<file path="src/rtl/core/psi_pkg.sv">
package psi_pkg;

  localparam int unsigned DATA_W        = 32;
  localparam int unsigned Q_W           = 17;
  localparam int unsigned FRAC_W        = 16;
  localparam int unsigned MAX_ITEMS_DEF = 64;

  localparam logic [Q_W-1:0] Q_ONE   = Q_W'(65536);
  localparam logic [Q_W-1:0] Q_RESET = Q_W'(32768);

  typedef enum logic [2:0] {
    ST_IDLE,
    ST_MUL,
    ST_SHIFT,
    ST_PROD,
    ST_OUT
  } psi_state_e;

  // Commands that go to every cell of the chain at once.
  typedef struct packed {
    logic ins;
    logic shift;
    logic clr;
  } cell_ctl_t;

endpackage

</file>
<file path="src/rtl/core/psi_cell.sv">
module psi_cell (
  input  logic                                clk_i,
  input  logic                                rst_ni,
  input  psi_pkg::cell_ctl_t                  ctl_i,
  input  logic signed [psi_pkg::DATA_W-1:0]   sample_i,
  input  logic signed [psi_pkg::DATA_W-1:0]   prev_val_i,
  input  logic                                prev_occ_i,
  input  logic                                prev_gt_i,
  input  logic signed [psi_pkg::DATA_W-1:0]   next_val_i,
  input  logic                                next_occ_i,
  output logic signed [psi_pkg::DATA_W-1:0]   val_o,
  output logic                                occ_o,
  output logic                                gt_o
);
  import psi_pkg::*;

  logic signed [DATA_W-1:0] val_q;
  logic                     occ_q;

  assign gt_o  = occ_q && (val_q > sample_i);
  assign val_o = val_q;
  assign occ_o = occ_q;

  // Insertion: a cell whose left neighbor holds a larger value takes that value;
  // the first cell holding a larger value, or the first free cell, takes the word.
  always_ff @(posedge clk_i or negedge rst_ni) begin
    if (!rst_ni) begin
      occ_q <= 1'b0;
    end else if (ctl_i.clr) begin
      occ_q <= 1'b0;
    end else if (ctl_i.shift) begin
      occ_q <= next_occ_i;
    end else if (ctl_i.ins) begin
      occ_q <= prev_occ_i;
    end
  end

  always_ff @(posedge clk_i) begin
    if (ctl_i.shift) begin
      val_q <= next_val_i;
    end else if (ctl_i.ins) begin
      if (prev_gt_i) begin
        val_q <= prev_val_i;
      end else if (gt_o || (prev_occ_i && !occ_q)) begin
        val_q <= sample_i;
      end
    end
  end

endmodule

</file>
<file path="config.mk">
export PLATFORM = sky130hd
export DESIGN_NAME = psi_cell
export DESIGN_NICKNAME = d
export VERILOG_FILES = /design/src/rtl/core/psi_pkg.sv /design/src/rtl/core/psi_cell.sv
export SDC_FILE = /design/constraint.sdc
export NUM_CORES = 1
export LEC_CHECK = 0
export BUFFER_PORTS_ARGS = -buffer_cell sky130_fd_sc_hd__buf_2
export CORE_MARGIN = 1
export CORE_UTILIZATION = 30
export DETAILED_ROUTE_END_ITERATION = 10
export GPL_ROUTABILITY_DRIVEN = 0
export SLEW_MARGIN = 20
export SYNTH_ARGS = -nofsm -noshare
export SYNTH_HDL_FRONTEND = slang
export SYNTH_SLANG_ARGS = --single-unit
</file>
<file path="constraint.sdc">
create_clock -name clk_i -period 3.99 [get_ports clk_i]
set_input_delay 0.5985 -clock clk_i [delete_from_list [all_inputs] [get_ports clk_i]]
set_output_delay 0.5985 -clock clk_i [all_outputs]
set_load 0.05 [all_outputs]
</file>
==> flow_metrics.env <==
export IMPL_status="complete, no violations"
export IMPL_die_h_um=93.1
export IMPL_crit_required_ns=3.39
export IMPL_worst_path_max_fanout=3
export IMPL_cp_buffers_inverters=3
export IMPL_finalCritPeriodShare=0.864
export IMPL_clkSinkCount=33
export IMPL_grt_max_degree=36
export IMPL_worst_setup_path_type="primary input to output pin"
export IMPL_path_common_cell="sky130_fd_sc_hd__buf_2"
export IMPL_synth_yosys_seq_area_share=0.396
export IMPL_post_route_drc_count=0
export IMPL_p_clk_frac=0.233
export IMPL_fmax_ghz=0.290
export IMPL_rsz0062_at_grt="false"
export IMPL_skew_ns=0.00754
export IMPL_seqPwrFrac=0.405
export IMPL_timing_max_transition_violations_final=0
export IMPL_design_portCount=138
export IMPL_cts_inserted_buffers=5
export IMPL_sort_of_element_at_the_end_of_the_critical_path="output pin"
export IMPL_synth_warning_count=0
export IMPL_chipWidth_um=93.1
export IMPL_post_drt_wl_per_cell_um=13.0
export IMPL_drive_above_1_share=0.371
export IMPL_design_internal_power_uw=702
export IMPL_global_route_wire_length_before_repair_um=10600
export IMPL_path_clk_slew_ns=0.06
export IMPL_fin_cells=504
export IMPL_layout_area_overhead_vs_synth_pct=36.5
export IMPL_post_route_min_period_ns=3.45
export IMPL_cp_arrival_ns=2.85
export IMPL_initial_utilization=0.316
export IMPL_cpLargestDelayFamily="compound AO/OA/AOI/OAI gates"
export IMPL_drt_pre_antenna_iters=4
export IMPL_grt_overflow=0
export IMPL_yosys_cell_types_count=24
export IMPL_worst_setup_path_start_kind="primary input"
export IMPL_power_share_combinational=0.361
export IMPL_post_route_antenna_net_violation_count=0
export IMPL_drt_iter0_markers=68
export IMPL_power_per_cell_area_nw_per_um2=325
export IMPL_hpwlAfterDp_um=5470
export IMPL_setup_viol=0
export IMPL_timing_hold_violations_final=0
export IMPL_vdd_ir_drop_max_uv=156
export IMPL_fin_nets=537
export IMPL_routed_via_density=4.68
export IMPL_io_buffers=137
export IMPL_synth_seq_cells=33
export IMPL_layout_commonest_cell="sky130_fd_sc_hd__buf_2"
export IMPL_grt_antenna_before_repair=0
export IMPL_cts_resized=0
export IMPL_syn_num_nets=400
export IMPL_setup_buffers_after_cts=0
export IMPL_min_path_type="primary input to async pin"
export IMPL_cts_hold_repair_buffers=0
export IMPL_max_slew_margin_rel=0.630
export IMPL_lkg_pwr_uw=0.00177
export IMPL_place_detailed_instances=496
export IMPL_fin_util=0.431
export IMPL_commonest_cells_after_routing_fill_and_taps_aside="sky130_fd_sc_hd__buf_2, sky130_fd_sc_hd__nand2_1, sky130_fd_sc_hd__o21ai_0"
export IMPL_syn_cell_area_um2=2490
export IMPL_totalWireLength_um=6550
export IMPL_average_footprint_of_a_synthesized_cell_um2=9.43
export IMPL_num_vias=2360
export IMPL_clk_root_buffer_cell="sky130_fd_sc_hd__clkbuf_8"
export IMPL_synthCells=264
export IMPL_total_die_area_um2=8660
export IMPL_netSwitchingPower_uw=400
export IMPL_total_negative_setup_slack_ns=0
export IMPL_antenna_cells_inserted=0
export IMPL_num_rows=32
export IMPL_first_global_vias=2250
export IMPL_fp_coreArea_um2=7890
export IMPL_cts_htree_levels=2
export IMPL_tightestPinTransition_ns=0.555
export IMPL_clockBufferDepth=2
export IMPL_path_cells="buf_2 -> inv_1 -> ha_1 -> a21oi_1 -> o21ai_0 -> a221o_1 -> o31a_1 -> or4b_4 -> nand2_1 -> buf_2"
export IMPL_tritoncts="built"
export IMPL_sw_frac_of_total=0.363
export IMPL_track_usage=0.155
export IMPL_clk_latency_ns=0.28
export IMPL_worst_path_largest_cell_delay_ns=0.54
export IMPL_max_cap_violations=0
export IMPL_critical_path_slowest_cell="sky130_fd_sc_hd__or4b_4"
## logic make-up after synthesis
logic type,synth area share
compound gates,0.136
fa+ha+maj,0.161
simple gates,0.108
flops,0.396
buf+inv,0.0664
mux,0.133
## final timing paths
kind,cells after the start,slack (ns),to,from
max,10,0.54,gt_o,sample_i[7]
min,1,0.09,occ_o$_DFFE_PN0P_,rst_ni
max reg2reg,8,0.85,val_o[6]$_DFFE_PP_,val_o[7]$_DFFE_PP_
min reg2reg,4,0.72,occ_o$_DFFE_PN0P_,occ_o$_DFFE_PN0P_
max in group asynchronous,1,3.81,occ_o$_DFFE_PN0P_,rst_ni
min in group clk_i,2,0.48,occ_o$_DFFE_PN0P_,ctl_i[0]
## through the flow
step	hold slack (ns)	area (um^2)	power [uW]	setup WS, ns
6_report	0.0916	3400	1100	0.544
5_1_grt	0.0727	3400	1170	0.400
4_1_cts	0.0829	3400	1110	0.532
3_5_place_dp	0.382	3310	855	0.500
3_3_place_gp	0.377	3310	849	0.542
2_1_floorplan	0.303	2490	719	0.194
## registers in the layout (all words and copies together), names as in the netlist
signal,count
val_o,32
occ_o,1
## synthesized netlist by cell type
master	n	area, um^2
sky130_fd_sc_hd__nand2_1	39	146
sky130_fd_sc_hd__o21ai_0	35	175
sky130_fd_sc_hd__inv_1	33	124
sky130_fd_sc_hd__mux2i_1	33	330
sky130_fd_sc_hd__edfxtp_1	32	961
sky130_fd_sc_hd__ha_1	32	400
sky130_fd_sc_hd__a21oi_1	14	70.1
sky130_fd_sc_hd__clkbuf_1	11	41.3
sky130_fd_sc_hd__nand4_1	8	50.1
sky130_fd_sc_hd__nor2_1	7	26.3
sky130_fd_sc_hd__nand3_1	3	15.0
sky130_fd_sc_hd__o211ai_1	3	22.5
sky130_fd_sc_hd__a211oi_1	2	15.0
sky130_fd_sc_hd__a31oi_1	2	12.5
sky130_fd_sc_hd__a2111oi_0	1	8.76
sky130_fd_sc_hd__a21o_1	1	7.51
sky130_fd_sc_hd__a221o_1	1	10.0
sky130_fd_sc_hd__a22oi_1	1	7.51
sky130_fd_sc_hd__dfrtp_1	1	25.0
sky130_fd_sc_hd__nor2b_1	1	6.26
sky130_fd_sc_hd__nor3_1	1	5.00
sky130_fd_sc_hd__nor4_1	1	6.26
sky130_fd_sc_hd__o31a_1	1	8.76
sky130_fd_sc_hd__or4b_4	1	13.8
## layer usage
| metal | up-vias | routed length, um | GRT usage |
|---|---|---|---|
| met2 | 79 | 3100 | 0.263 |
| met5 | - | 0 | 0 |
| met1 | 1051 | 3060 | 0.204 |
| met4 | 0 | 76 | 0.0436 |
| li1 | 1224 | - | - |
| met3 | 6 | 322 | 0.0244 |
## layout make-up
| type | instances | area (um^2) |
|---|---|---|
| Clock buffer | 8 | 90.1 |
| Fill cell | 806 | 4490 |
| Inverter | 33 | 124 |
| Multi-Input combinational cell | 187 | 1350 |
| Sequential cell | 33 | 986 |
| Tap cell | 102 | 128 |
| Timing Repair Buffer | 141 | 716 |
## power by group through the flow
stage | Combinational (uW) | Sequential, uW | Clock, uW
2_1_floorplan | 143 | 576 | 0
3_3_place_gp | 396 | 453 | 0
3_5_place_dp | 401 | 454 | 0
4_1_cts | 403 | 447 | 265
5_1_grt | 439 | 452 | 280
6_report | 398 | 447 | 257
No activity file was read; power rests on OpenSTA's default activity.
