`config.mk`:
```
export PLATFORM = sky130hd
export DESIGN_NAME = psi_seq
export DESIGN_NICKNAME = d
export VERILOG_FILES = /design/src/rtl/core/psi_pkg.sv /design/src/rtl/core/psi_seq.sv
export SDC_FILE = /design/constraint.sdc
export NUM_CORES = 2
export LEC_CHECK = 0
export BUFFER_PORTS_ARGS = -buffer_cell sky130_fd_sc_hd__buf_2
export CORE_ASPECT_RATIO = 2
export CORE_UTILIZATION = 50
export DETAILED_ROUTE_END_ITERATION = 7
export PLACE_DENSITY = 0.67
export SLEW_MARGIN = 5
export SYNTH_ARGS = -nofsm -noshare
export SYNTH_HDL_FRONTEND = slang
export SYNTH_SLANG_ARGS = --single-unit
```
`constraint.sdc`:
```
create_clock -name clk_i -period 12.7 [get_ports clk_i]
set_input_delay 1.27 -clock clk_i [delete_from_list [all_inputs] [get_ports clk_i]]
set_output_delay 1.27 -clock clk_i [all_outputs]
set_load 0.1 [all_outputs]
```
`src/rtl/core/psi_pkg.sv`:
```
package psi_pkg;

  localparam int unsigned DATA_W        = 32;
  localparam int unsigned Q_W           = 17;
  localparam int unsigned FRAC_W        = 16;
  localparam int unsigned MAX_ITEMS_DEF = 64;

  localparam logic [Q_W-1:0] Q_ONE   = Q_W'(65536);
  localparam logic [Q_W-1:0] Q_RESET = Q_W'(32768);

  typedef enum logic [2:0] {
    ST_IDLE,
    ST_MUL,
    ST_SHIFT,
    ST_PROD,
    ST_OUT
  } psi_state_e;

  // Commands that go to every cell of the chain at once.
  typedef struct packed {
    logic ins;
    logic shift;
    logic clr;
  } cell_ctl_t;

endpackage

```
`src/rtl/core/psi_seq.sv`:
```
module psi_seq #(
  parameter int unsigned MaxItems = psi_pkg::MAX_ITEMS_DEF
) (
  input  logic                               clk_i,
  input  logic                               rst_ni,
  input  logic                               start,
  output logic                               busy,
  input  logic                               has_value_i,
  input  logic                               last_item_i,
  input  logic                               cfg_we_i,
  input  logic [psi_pkg::Q_W-1:0]            quantile_fraction_i,
  input  logic signed [psi_pkg::DATA_W-1:0]  head_val_i,
  input  logic signed [psi_pkg::DATA_W-1:0]  second_val_i,
  output psi_pkg::cell_ctl_t                 ctl_o,
  output logic                               done_o,
  output logic signed [psi_pkg::DATA_W-1:0]  quantile_value_o,
  output logic                               set_was_empty_o,
  output logic                               values_dropped_o
);
  import psi_pkg::*;

  localparam int unsigned CntW = $clog2(MaxItems + 1);
  localparam int unsigned IdxW = Q_W + CntW;
  localparam int unsigned ProdW = DATA_W + FRAC_W;

  psi_state_e state_q, state_d;

  logic [Q_W-1:0]       qf_q;
  logic [CntW-1:0]      count_q;
  logic                 ovf_q;
  logic [CntW-1:0]      lo_q;
  logic [FRAC_W-1:0]    frac_q;
  logic                 upper_ok_q;
  logic                 empty_q;
  logic signed [DATA_W-1:0] low_q;
  logic [DATA_W-1:0]    diff_q;
  logic [ProdW-1:0]     prod_q;
  logic                 done_q;
  logic signed [DATA_W-1:0] result_q;
  logic                 empty_out_q;
  logic                 ovf_out_q;

  logic                 accept;
  logic                 full;
  logic [Q_W-1:0]       p_sat;
  logic [IdxW-1:0]      idx;
  logic [CntW-1:0]      lo_new;
  logic [DATA_W:0]      diff_wide;

  assign accept = start && !busy;
  assign full   = (count_q == CntW'(MaxItems));
  assign p_sat  = (qf_q > Q_ONE) ? Q_ONE : qf_q;
  assign idx    = IdxW'(p_sat) * IdxW'(count_q - CntW'(1));
  assign lo_new = idx[FRAC_W +: CntW];
  // Sorted order makes the upper neighbor never smaller, so the gap fits unsigned.
  assign diff_wide = {second_val_i[DATA_W-1], second_val_i}
                   - {head_val_i[DATA_W-1], head_val_i};

  always_ff @(posedge clk_i or negedge rst_ni) begin
    if (!rst_ni) begin
      state_q <= ST_IDLE;
    end else begin
      state_q <= state_d;
    end
  end

  always_comb begin
    state_d     = state_q;
    busy        = 1'b1;
    ctl_o.ins   = 1'b0;
    ctl_o.shift = 1'b0;
    ctl_o.clr   = 1'b0;
    unique case (state_q)
      ST_IDLE: begin
        busy      = 1'b0;
        ctl_o.ins = start && has_value_i && !full;
        if (start && last_item_i) begin
          state_d = ST_MUL;
        end
      end
      ST_MUL: begin
        state_d = (count_q == '0) ? ST_PROD : ST_SHIFT;
      end
      ST_SHIFT: begin
        if (lo_q != '0) begin
          ctl_o.shift = 1'b1;
        end else begin
          state_d = ST_PROD;
        end
      end
      ST_PROD: begin
        state_d = ST_OUT;
      end
      ST_OUT: begin
        ctl_o.clr = 1'b1;
        state_d   = ST_IDLE;
      end
      default: begin
        state_d = ST_IDLE;
      end
    endcase
  end

  always_ff @(posedge clk_i or negedge rst_ni) begin
    if (!rst_ni) begin
      qf_q    <= Q_RESET;
      count_q <= '0;
      ovf_q   <= 1'b0;
      done_q  <= 1'b0;
    end else begin
      done_q <= (state_q == ST_OUT);
      if (cfg_we_i) begin
        qf_q <= quantile_fraction_i;
      end
      if (state_q == ST_OUT) begin
        count_q <= '0;
        ovf_q   <= 1'b0;
      end else if (accept && has_value_i) begin
        if (full) begin
          ovf_q <= 1'b1;
        end else begin
          count_q <= count_q + CntW'(1);
        end
      end
    end
  end

  always_ff @(posedge clk_i) begin
    unique case (state_q)
      ST_MUL: begin
        empty_q    <= (count_q == '0);
        lo_q       <= lo_new;
        frac_q     <= idx[FRAC_W-1:0];
        upper_ok_q <= (idx[FRAC_W-1:0] != '0)
                   && (({1'b0, lo_new} + (CntW+1)'(1)) < {1'b0, count_q});
        low_q      <= '0;
        diff_q     <= '0;
      end
      ST_SHIFT: begin
        if (lo_q != '0) begin
          lo_q <= lo_q - CntW'(1);
        end else begin
          low_q  <= head_val_i;
          diff_q <= upper_ok_q ? diff_wide[DATA_W-1:0] : '0;
        end
      end
      ST_PROD: begin
        prod_q <= ProdW'(diff_q) * ProdW'(frac_q);
      end
      ST_OUT: begin
        result_q    <= low_q + $signed(prod_q[ProdW-1:FRAC_W]);
        empty_out_q <= empty_q;
        ovf_out_q   <= ovf_q;
      end
      default: begin
      end
    endcase
  end

  assign done_o           = done_q;
  assign quantile_value_o = result_q;
  assign set_was_empty_o  = empty_out_q;
  assign values_dropped_o = ovf_out_q;

endmodule

```
==> out/results.tsv <==
stage	metric	value	unit
cts	cts-hold-fix-buffers	0	
cts	post-cts-setup-buffers	0	
setup_path	rr_endpoint	upper_ok_q$_DFFE_PP_	
routing	drt-wirelength-per-cell	20.5	µm
synthesis	seq_area_frac_synth	18.4	%
cts	clockBufferDepth	2	
floorplanning	io-pin-count	126	
grt	track_usage	28.0	%
synthesis	synthCells	3082	
cts	worstSkewPairLatency	0.48	ns
place	placed_area	30600	µm²
setup_path	r2r_start	qf_q[1]$_DFFE_PN0P_	
floorplanning	die_h	344	µm
timing	fin_ws	4.62	ns
synthesis	synthesis.area	29300	µm²
grt	grt_max_degree	65	
floorplanning	die_w	173	µm
setup_path	crit_slowest_cell	nor2_1	
setup_path	cp-end-kind	flip-flop	
setup_path	crit_arrival	8.32	ns
timing	fin_skew	0.0180	ns
cells_and_area	fillers	5257	
cts	tritoncts	done	
grt	grt_pass1_wl	127	mm
cts	htreeDepth	4	
timing	fmaxAchievable	0.124	GHz
setup_path	r2r_slack	4.62	ns
floorplanning	initial_core_util	50.4	%
synthesis	synth_edf_count	155	
place	port_buffers	125	
timing	timing.final.hold_violations	0	
synthesis	ys.flop_type	edfxtp_1	
setup_path	cp_data_required_time	12.94	ns
synthesis	synth_common_cells	570 x inv_1, 510 x fa_1, 487 x nand2_1	
timing	fin_crit_sh	63.6	%
grt	antenna_found_initial	0	
cells_and_area	fin_nets	3969	
routing	dr.pass1.iters	8	
synthesis	synthesis.nets	3919	
synthesis	ys_seq_elements	184	
timing	final.min_clock_period	8.08	ns
run_status	status	finished with violations	
cts	cts.clk_slew.worst_paths	0.10	ns
cells_and_area	area_growth	6.77	%
routing	vias	22100	
cts	ctsResizeCount	0	
synthesis	ys_warn_count	0	
routing	drcViolationCount	1	
place	dpl.hpwl	63.8	mm
setup_path	crit_type	flip-flop to flip-flop	
synthesis	async_flop_share	15.8	%
place	gp_congestion	0.974	
floorplanning	num_rows	125	
worst_hold_path	min_from	ovf_q$_DFFE_PN0P_	
synthesis	synth_area_leaders	fa_1 35%, edfxtp_1 16%, ha_1 10%	
timing	finalSetupViolations	0	
timing	rsz0062_at_grt	no	
cts	cts_buffers	17	
setup_path	path_max_fanout	16	
routing	drt_wl_total	80.1	mm
worst_hold_path	whs_endpoint	values_dropped_o$_DFFE_PP_	
cts	clockRootBuffer	clkbuf_16	
cells_and_area	drive_gt1_share	7.44	%
grt	gr-total-overflow	0	
cells_and_area	regArea	5380	µm²
synthesis	yosysTopAreaCellShare	34.9	%
synthesis	syn_avg_cell_area	9.50	µm²
cells_and_area	finish.instance_area	31300	µm²
grt	grt_pass1_vias	25000	
synthesis	yosysTopAreaCell	fa_1	
cells_and_area	diodes	0	
timing	slew_violations	0	
cells_and_area	final_util	53.9	%
worst_hold_path	min_path_type	flip-flop to flip-flop	
place	post-place-ws	4.71	ns
routing	drtIter0Drc	1088	
job	drv_cap	0	
routing	viasPerCell	5.66	
timing	worst_pin_slew	1.17	ns
timing	max-slew-margin-rel	21.5	%
floorplanning	core	58000	µm²
floorplanning	die_area	59600	µm²
cts	cts_sinks	184	
setup_path	worstRegToRegCells	28	
synthesis	synthDistinctLibCells	81	
run_status	violations	design-rule violations	
routing	detail-route-antenna-nets	0	
synthesis	synth.most_common_cell	inv_1	
cells_and_area	multi_input_area	21300	µm²
timing	finalSetupTns	0	ns
worst_hold_path	hold-path-cell-count	0	
setup_path	start_kind	flip-flop	
setup_path	critical-path-max-stage-delay	0.85	ns
==> flip-flops by register name (all words and copies together), names as in the netlist <==
signal,cells
count_q,7
diff_q,32
done_o,1
empty_q,1
frac_q,16
lo_q,7
low_q,32
ovf_q,1
prod_q,32
qf_q,17
quantile_value_o,32
set_was_empty_o,1
state_q,3
upper_ok_q,1
values_dropped_o,1
==> metrics by stage <==
| step | hold WS, ns | cells |
|---|---|---|
| 2_1_floorplan | 0.400 | 3082 |
| 3_3_place_gp | 0.445 | 3875 |
| 3_5_place_dp | 0.446 | 3875 |
| 4_1_cts | 0.456 | 3907 |
| 5_1_grt | 0.455 | 3907 |
| 6_report | 0.453 | 3907 |
==> routing by layer <==
layer | vias up | GRT usage, % | wire (µm)
met5 | - | 0 | 0
met4 | 0 | 23.9 | 7230
met3 | 386 | 2.81 | 3000
met2 | 816 | 55.5 | 45500
met1 | 11200 | 25.1 | 24400
li1 | 9734 | - | -
==> layout by cell type, fill, tap and decap left out, types with 5 or more instances in the layout <==
| master | netlist | routed |
|---|---|---|
| nor4_1 | 10 | 10 |
| xnor2_1 | 86 | 86 |
| o21a_1 | 18 | 18 |
| nand4_1 | 12 | 12 |
| nand2b_1 | 12 | 12 |
| nand2_1 | 487 | 487 |
| o31ai_1 | 5 | 5 |
| mux2i_1 | 5 | 5 |
| clkbuf_16 | 0 | 17 |
| fa_1 | 510 | 510 |
| or3_1 | 8 | 8 |
| inv_1 | 570 | 570 |
| mux2_2 | 17 | 17 |
| and2_1 | 173 | 173 |
| dfrtp_1 | 28 | 28 |
| a31oi_1 | 7 | 7 |
| buf_4 | 0 | 26 |
| ha_1 | 240 | 240 |
| and3_1 | 47 | 47 |
| buf_2 | 2 | 125 |
| clkinv_8 | 0 | 7 |
| o21ai_0 | 40 | 39 |
| o21ai_1 | 8 | 8 |
| a21oi_2 | 5 | 5 |
| o211ai_1 | 8 | 8 |
| nor2b_1 | 16 | 16 |
| a21o_1 | 54 | 54 |
| a211oi_1 | 10 | 10 |
| o21bai_1 | 6 | 6 |
| nor2_1 | 149 | 149 |
| xor2_1 | 32 | 32 |
| nor3_1 | 28 | 28 |
| edfxtp_1 | 155 | 155 |
| a21oi_1 | 97 | 97 |
| nand3_1 | 38 | 38 |
==> area by class of cell <==
| class | instances | area share [%] |
|---|---|---|
| flip-flops and latches | 184 | 17.2 |
| clock buffers | 17 | 1.36 |
| clock inverters | 15 | 0.697 |
| inverters | 570 | 6.85 |
| multi-input cells | 2208 | 68.2 |
| well taps | 762 | 3.05 |
| repair buffers | 151 | 2.63 |
==> cell families (layout without fill, tap and decap cells) <==
| kind of cell | after synthesis | after routing | share of synthesized area (%) |
|---|---|---|---|
| buffers and inverters | 690 | 753 | 8.86 |
| adder cells (fa/ha/maj) | 750 | 750 | 45.1 |
| flip-flops | 184 | 184 | 18.4 |
| multiplexers | 22 | 22 | 0.825 |
| AO/OA/AOI/OAI | 309 | 309 | 7.10 |
| AND/OR/NAND/NOR | 1007 | 1007 | 16.0 |
| XOR/XNOR | 120 | 120 | 3.64 |
==> worst max-delay path, delay by kind of cell, from the launching register on <==
family / cells / cell delay (ns)
AOI/OAI and AO/OA: 7 / 1.49
xor gates and xnor gates: 2 / 0.41
adders and majority gates: 7 / 2.95
buffers and inverters: 4 / 0.21
DFF: 1 / 0.50
and+or+nand+nor: 8 / 2.30
==> how the worst max path moves through the flow <==
stage	slack, ns	cells past startpoint	startpoint	end
after floorplan	5.75	2	state_q[1]$_DFFE_PN0P_	ctl_o[0]
after global placement	4.94	27	qf_q[1]$_DFFE_PN0P_	upper_ok_q$_DFFE_PP_
after detailed placement	4.71	28	qf_q[1]$_DFFE_PN0P_	upper_ok_q$_DFFE_PP_
after CTS	4.67	28	qf_q[1]$_DFFE_PN0P_	upper_ok_q$_DFFE_PP_
after global routing	4.32	28	qf_q[1]$_DFFE_PN0P_	upper_ok_q$_DFFE_PP_
final	4.62	28	qf_q[1]$_DFFE_PN0P_	upper_ok_q$_DFFE_PP_
Power is left out: the tool's default activity adds up to more than one toggle a clock period on the data nets, which glitch-free logic cannot reach.
